File: src/cau_pkg.sv
// Package for the complex arithmetic unit: payload structs, command and status codes.
// Depends on nothing; used by every module of the unit.
`timescale 1ns / 1ps
package cau_pkg;
   localparam int QUOT_W = 18;

   typedef enum logic [1:0] {
      CMD_ADD = 2'd0,
      CMD_SUB = 2'd1,
      CMD_MUL = 2'd2,
      CMD_DIV = 2'd3
   } cmd_type;

   typedef enum logic [1:0] {
      ST_OK  = 2'd0,
      ST_SAT = 2'd1,
      ST_DBZ = 2'd2,
      ST_RSV = 2'd3
   } status_type;

   typedef struct packed {
      logic [1:0]         command;
      logic signed [15:0] a_real;
      logic signed [15:0] a_imag;
      logic signed [15:0] b_real;
      logic signed [15:0] b_imag;
   } req_type;

   typedef struct packed {
      logic signed [15:0] res_real;
      logic signed [15:0] res_imag;
      logic [1:0]         status;
   } rsp_type;

   // State handed from one divider cell to the next.
   typedef struct packed {
      logic               valid;
      logic [1:0]         command;
      logic               dbz;
      logic signed [40:0] pre_real;
      logic signed [40:0] pre_imag;
      logic               neg_real;
      logic               neg_imag;
      logic [40:0]        rem_real;
      logic [40:0]        rem_imag;
      logic [32:0]        den;
      logic [QUOT_W-1:0]  quo_real;
      logic [QUOT_W-1:0]  quo_imag;
   } lane_type;

   // Saturate a wide signed value to Q8.8.
   function automatic logic [16:0] sat16(input logic signed [41:0] v);
      logic [16:0] r;
      if (v > 42'sd32767) r = {1'b1, 16'h7fff};
      else if (v < -42'sd32768) r = {1'b1, 16'h8000};
      else r = {1'b0, v[15:0]};
      return r;
   endfunction
endpackage

File: src/cau_cell.sv
// One restoring-division cell: produces one quotient bit per lane and passes on.
// Depends on cau_pkg.
`timescale 1ns / 1ps
module cau_cell import cau_pkg::*; #(
   parameter int BIT = 0
) (
   input  logic     clock,
   input  logic     reset,
   input  logic     adv,
   input  lane_type in_lane,
   output lane_type out_lane
);
   lane_type lane_in, lane_ff;

   // Compare the remainder against the shifted divisor for this bit weight.
   always_comb begin
      logic [73:0] sh;
      sh = 74'(in_lane.den) << BIT;
      lane_in = in_lane;
      if (in_lane.command == CMD_DIV) begin
         if (74'(in_lane.rem_real) >= sh) begin
            lane_in.rem_real = 41'(74'(in_lane.rem_real) - sh);
            lane_in.quo_real[BIT] = 1'b1;
         end
         if (74'(in_lane.rem_imag) >= sh) begin
            lane_in.rem_imag = 41'(74'(in_lane.rem_imag) - sh);
            lane_in.quo_imag[BIT] = 1'b1;
         end
      end
   end

   always_ff @(posedge clock) begin
      if (reset) begin
         lane_ff.valid <= 1'b0;
      end else if (adv) begin
         lane_ff <= lane_in;
      end
   end

   assign out_lane = lane_ff;
endmodule

File: config.mk
export PLATFORM = sky130hd
export DESIGN_NAME = cau_cell
export DESIGN_NICKNAME = d
export VERILOG_FILES = /design/src/cau_pkg.sv /design/src/cau_cell.sv
export SDC_FILE = /design/constraint.sdc
export NUM_CORES = 1
export LEC_CHECK = 0
export ABC_AREA = 1
export BUFFER_PORTS_ARGS = -buffer_cell sky130_fd_sc_hd__buf_4
export CORE_ASPECT_RATIO = 0.5
export CORE_MARGIN = 4
export CORE_UTILIZATION = 47
export DETAILED_ROUTE_END_ITERATION = 10
export PLACE_DENSITY = 0.86
export SYNTH_ARGS = -nofsm -noshare
export SYNTH_HDL_FRONTEND = slang
export SYNTH_SLANG_ARGS = --single-unit
export TNS_END_PERCENT = 30
File: constraint.sdc
create_clock -name clock -period 12.8 [get_ports clock]
set_clock_uncertainty 0.15 [all_clocks]
set_input_delay 1.92 -clock clock [delete_from_list [all_inputs] [get_ports clock]]
set_output_delay 1.92 -clock clock [all_outputs]
set_load 0.01 [all_outputs]
==> results.yml <==
setup_path:
  r2r_start: "out_lane[238]"
  r2r_end: "out_lane[238]"
  cp_max_fo: 55
  cp.arrival_ns: 4.37
  rrSetupSlack_ns: 12.09
  crit_type: "input pin to flop"
  cp.required_ns: 12.93
  crit_path_end_kind: "flop"
  crit_path_start_kind: "input pin"
  r2r_cells: 2
hold_path:
  hp-class: "flop to flop"
  worstHoldStart: "out_lane[238]"
  whs_path_depth: 2
  min_to: "out_lane[238]"
floorplan:
  ioPinCount: 481
  core-area_um2: 31700
  start_util_pct: 47.6
  die_area_um2: 35200
  placementRows: 46
  die_w_um: 261
  die_y_um: 135
cts:
  ctsResizeCount: 0
  cts_buffers: 23
  h-tree-depth: 1
  insertion_delay_ns: 0.53
  clockRootBuffer: "clkbuf_16"
  cts_tree: "built"
  post-cts-setup-buffer-count: 0
  clock_sinks: 239
  clk_pin_slew_ns: 0.07
  hold_buffers: 0
  cts_buffer_depth: 3
layout:
  drive_gt1_share_pct: 25.8
  largest_reg_flops: 239
  seq_area_um2: 7170
  multi_input_area_um2: 6240
  finalNonFillerCells: 2850
  final_area_um2: 19900
  area_growth_pct: 31.7
  nNetsFinal: 2709
  fillerInstances: 2738
sta:
  maxSlewHeadroom_pct: 24.5
  fin_crit_ns: 4.24
  setup_violations: 0
  finalHoldViolations: 0
  tightest_slew_ns: 1.13
  fmax_mhz: 236
  maxSlewViolCount: 0
  tns_ns: 0
  post-route-period-util_pct: 33.1
  fin_ws_ns: 8.56
  rsz0062_at_grt: "false"
synth:
  syn_avg_cell_area_um2: 7.90
  seq_area_frac_synth_pct: 47.5
  synth.distinct_cells: 36
  syn_area_um2: 15100
  ys.warnings.count: 0
  syn-num-nets: 2218
  async_flop_share_pct: 0
  synth_edf_count: 238
  synth-main-ff-cell: "edfxtp_1"
  syn_inst: 1908
  synth_seq_cells: 239
drt:
  ant_nets: 0
  viasPerCell: 5.06
  wl_met3_um: 4910
  drtIter0Drc: 1554
  maxUsedRoutingLayer: "met4"
  route.layer.met1.wl_um: 20200
  firstDrtPassIters: 6
  wl_per_cell_um: 18.8
  met2WireLength_um: 25900
  wirelength_um: 53500
  num_vias: 14400
  remaining_drc_errors: 0
global_routing:
  grt_pass1_vias: 13700
  antenna_found_initial: 3
  grt_max_degree: 83
  grt_overflow_total: 0
  grt_use_total_pct: 28.7
  grt_pass1_wl_um: 77500
place:
  dp_hpwl_um: 43600
  dpl_cell_area_um2: 19100
  port_buffers: 480
  place_congestion: 1.05
  place_ws_ns: 8.16
  dp.cells: 2806
pwr:
  power_density_nw_per_um2: 111
  peakVddDrop_uv: 80.0
  p_leak_nw: 10.2
run_status:
  status: "finished clean"
run:
  drv_cap: 0
==> layout by cell type, fill, tap and decap left out, types with 2 or more instances in the layout <==
cell type    n
a21o_1       2
a21oi_1     41
buf_4      484
bufinv_16    2
clkbuf_16   23
clkinv_1     3
clkinv_2     6
clkinv_4     2
diode_2      3
edfxtp_1   238
fa_1         2
ha_1        66
inv_1      396
inv_2        9
inv_6        2
nand2_1    745
nand2_2     17
nand2_4      2
nand2_8      2
nand3_1     87
nand3_2      3
nand3b_1    12
nand4_1     18
nor2_1     108
nor2_2      19
nor2_4       6
nor3_1      12
nor4_1       2
o21ai_0      7
o21ai_2     42
o21bai_1     4
xnor2_1     40
xor2_1       2
==> area by class of cell <==
type                       instances  area share (%)
antenna                            3          0.0378
clock buffer                      24            2.92
clock inverter                    17           0.826
inverter                         405            7.66
multi-input combinational       1246            31.4
sequential                       239            36.1
tap                              432            2.72
timing repair buffer             484            18.3
==> cell families (layout without fill, tap and decap cells) <==
kind of cell / count (synthesis) / in the layout / synth area share (%)
compound gates: 100 / 100 / 4.54
xor+xnor: 42 / 42 / 2.44
fa+ha+maj: 68 / 68 / 5.74
buf+inv: 423 / 930 / 11.1
flops: 239 / 239 / 47.5
other cells: 0 / 3 / 0
simple gates: 1036 / 1036 / 28.6
==> through the flow <==
stage / util [%] / power (mW) / hold WS, ns
2_1_floorplan: - / 1.26 / 0.327
3_3_place_gp: 60.3 / 1.49 / 0.295
3_5_place_dp: 60.3 / 1.50 / 0.304
4_1_cts: 62.7 / 2.20 / 0.314
5_1_grt: 62.7 / 2.29 / 0.343
6_report: 62.7 / 2.20 / 0.311
==> worst max-delay path, stage by stage <==
cell	delay, ns
buf_4	0.08
nand2_1	0.52
inv_2	0.79
buf_4	0.39
nand2_8	0.29
nand2_1	0.23
o21ai_2	0.08
==> how the worst max path moves through the flow <==
stage | end | from | slack (ns)
floorplan | out_lane[0] | adv | 4.04
global placement | out_lane[97] | in_lane[56] | 8.22
detailed placement | out_lane[79] | in_lane[236] | 8.16
CTS | out_lane[86] | in_lane[45] | 8.69
global route | out_lane[86] | in_lane[45] | 8.49
finish | out_lane[86] | in_lane[236] | 8.56
==> power breakdown <==
group | leakage [nW] | internal, mW | switching (mW)
clock network | 0.368 | 0.376 | 0.320
registers | 2.24 | 0.928 | 0.0185
logic | 7.61 | 0.221 | 0.332
==> metal layers <==
layer | GRT usage (%) | vias up
met3 | 4.63 | 133
met1 | 36.0 | 6595
met4 | 11.2 | 0
met2 | 50.1 | 763
li1 | - | 6924
met5 | 0 | -
==> synth_stat cells (5+ instances only) <==
cell type / count / area [um2]
nand2_1: 745 / 2800
inv_1: 396 / 1490
edfxtp_1: 238 / 7150
nor2_1: 109 / 409
nand3_1: 87 / 435
ha_1: 66 / 826
o21ai_2: 42 / 368
a21oi_1: 41 / 205
xnor2_1: 40 / 350
nor2_2: 19 / 119
nand4_1: 18 / 113
nand2_2: 17 / 106
nand3b_1: 12 / 90.1
nor3_1: 12 / 60.1
buf_6: 10 / 113
inv_2: 9 / 33.8
o21ai_0: 7 / 35.0
nor2_4: 5 / 56.3
Power figures use the tool's default switching activity.
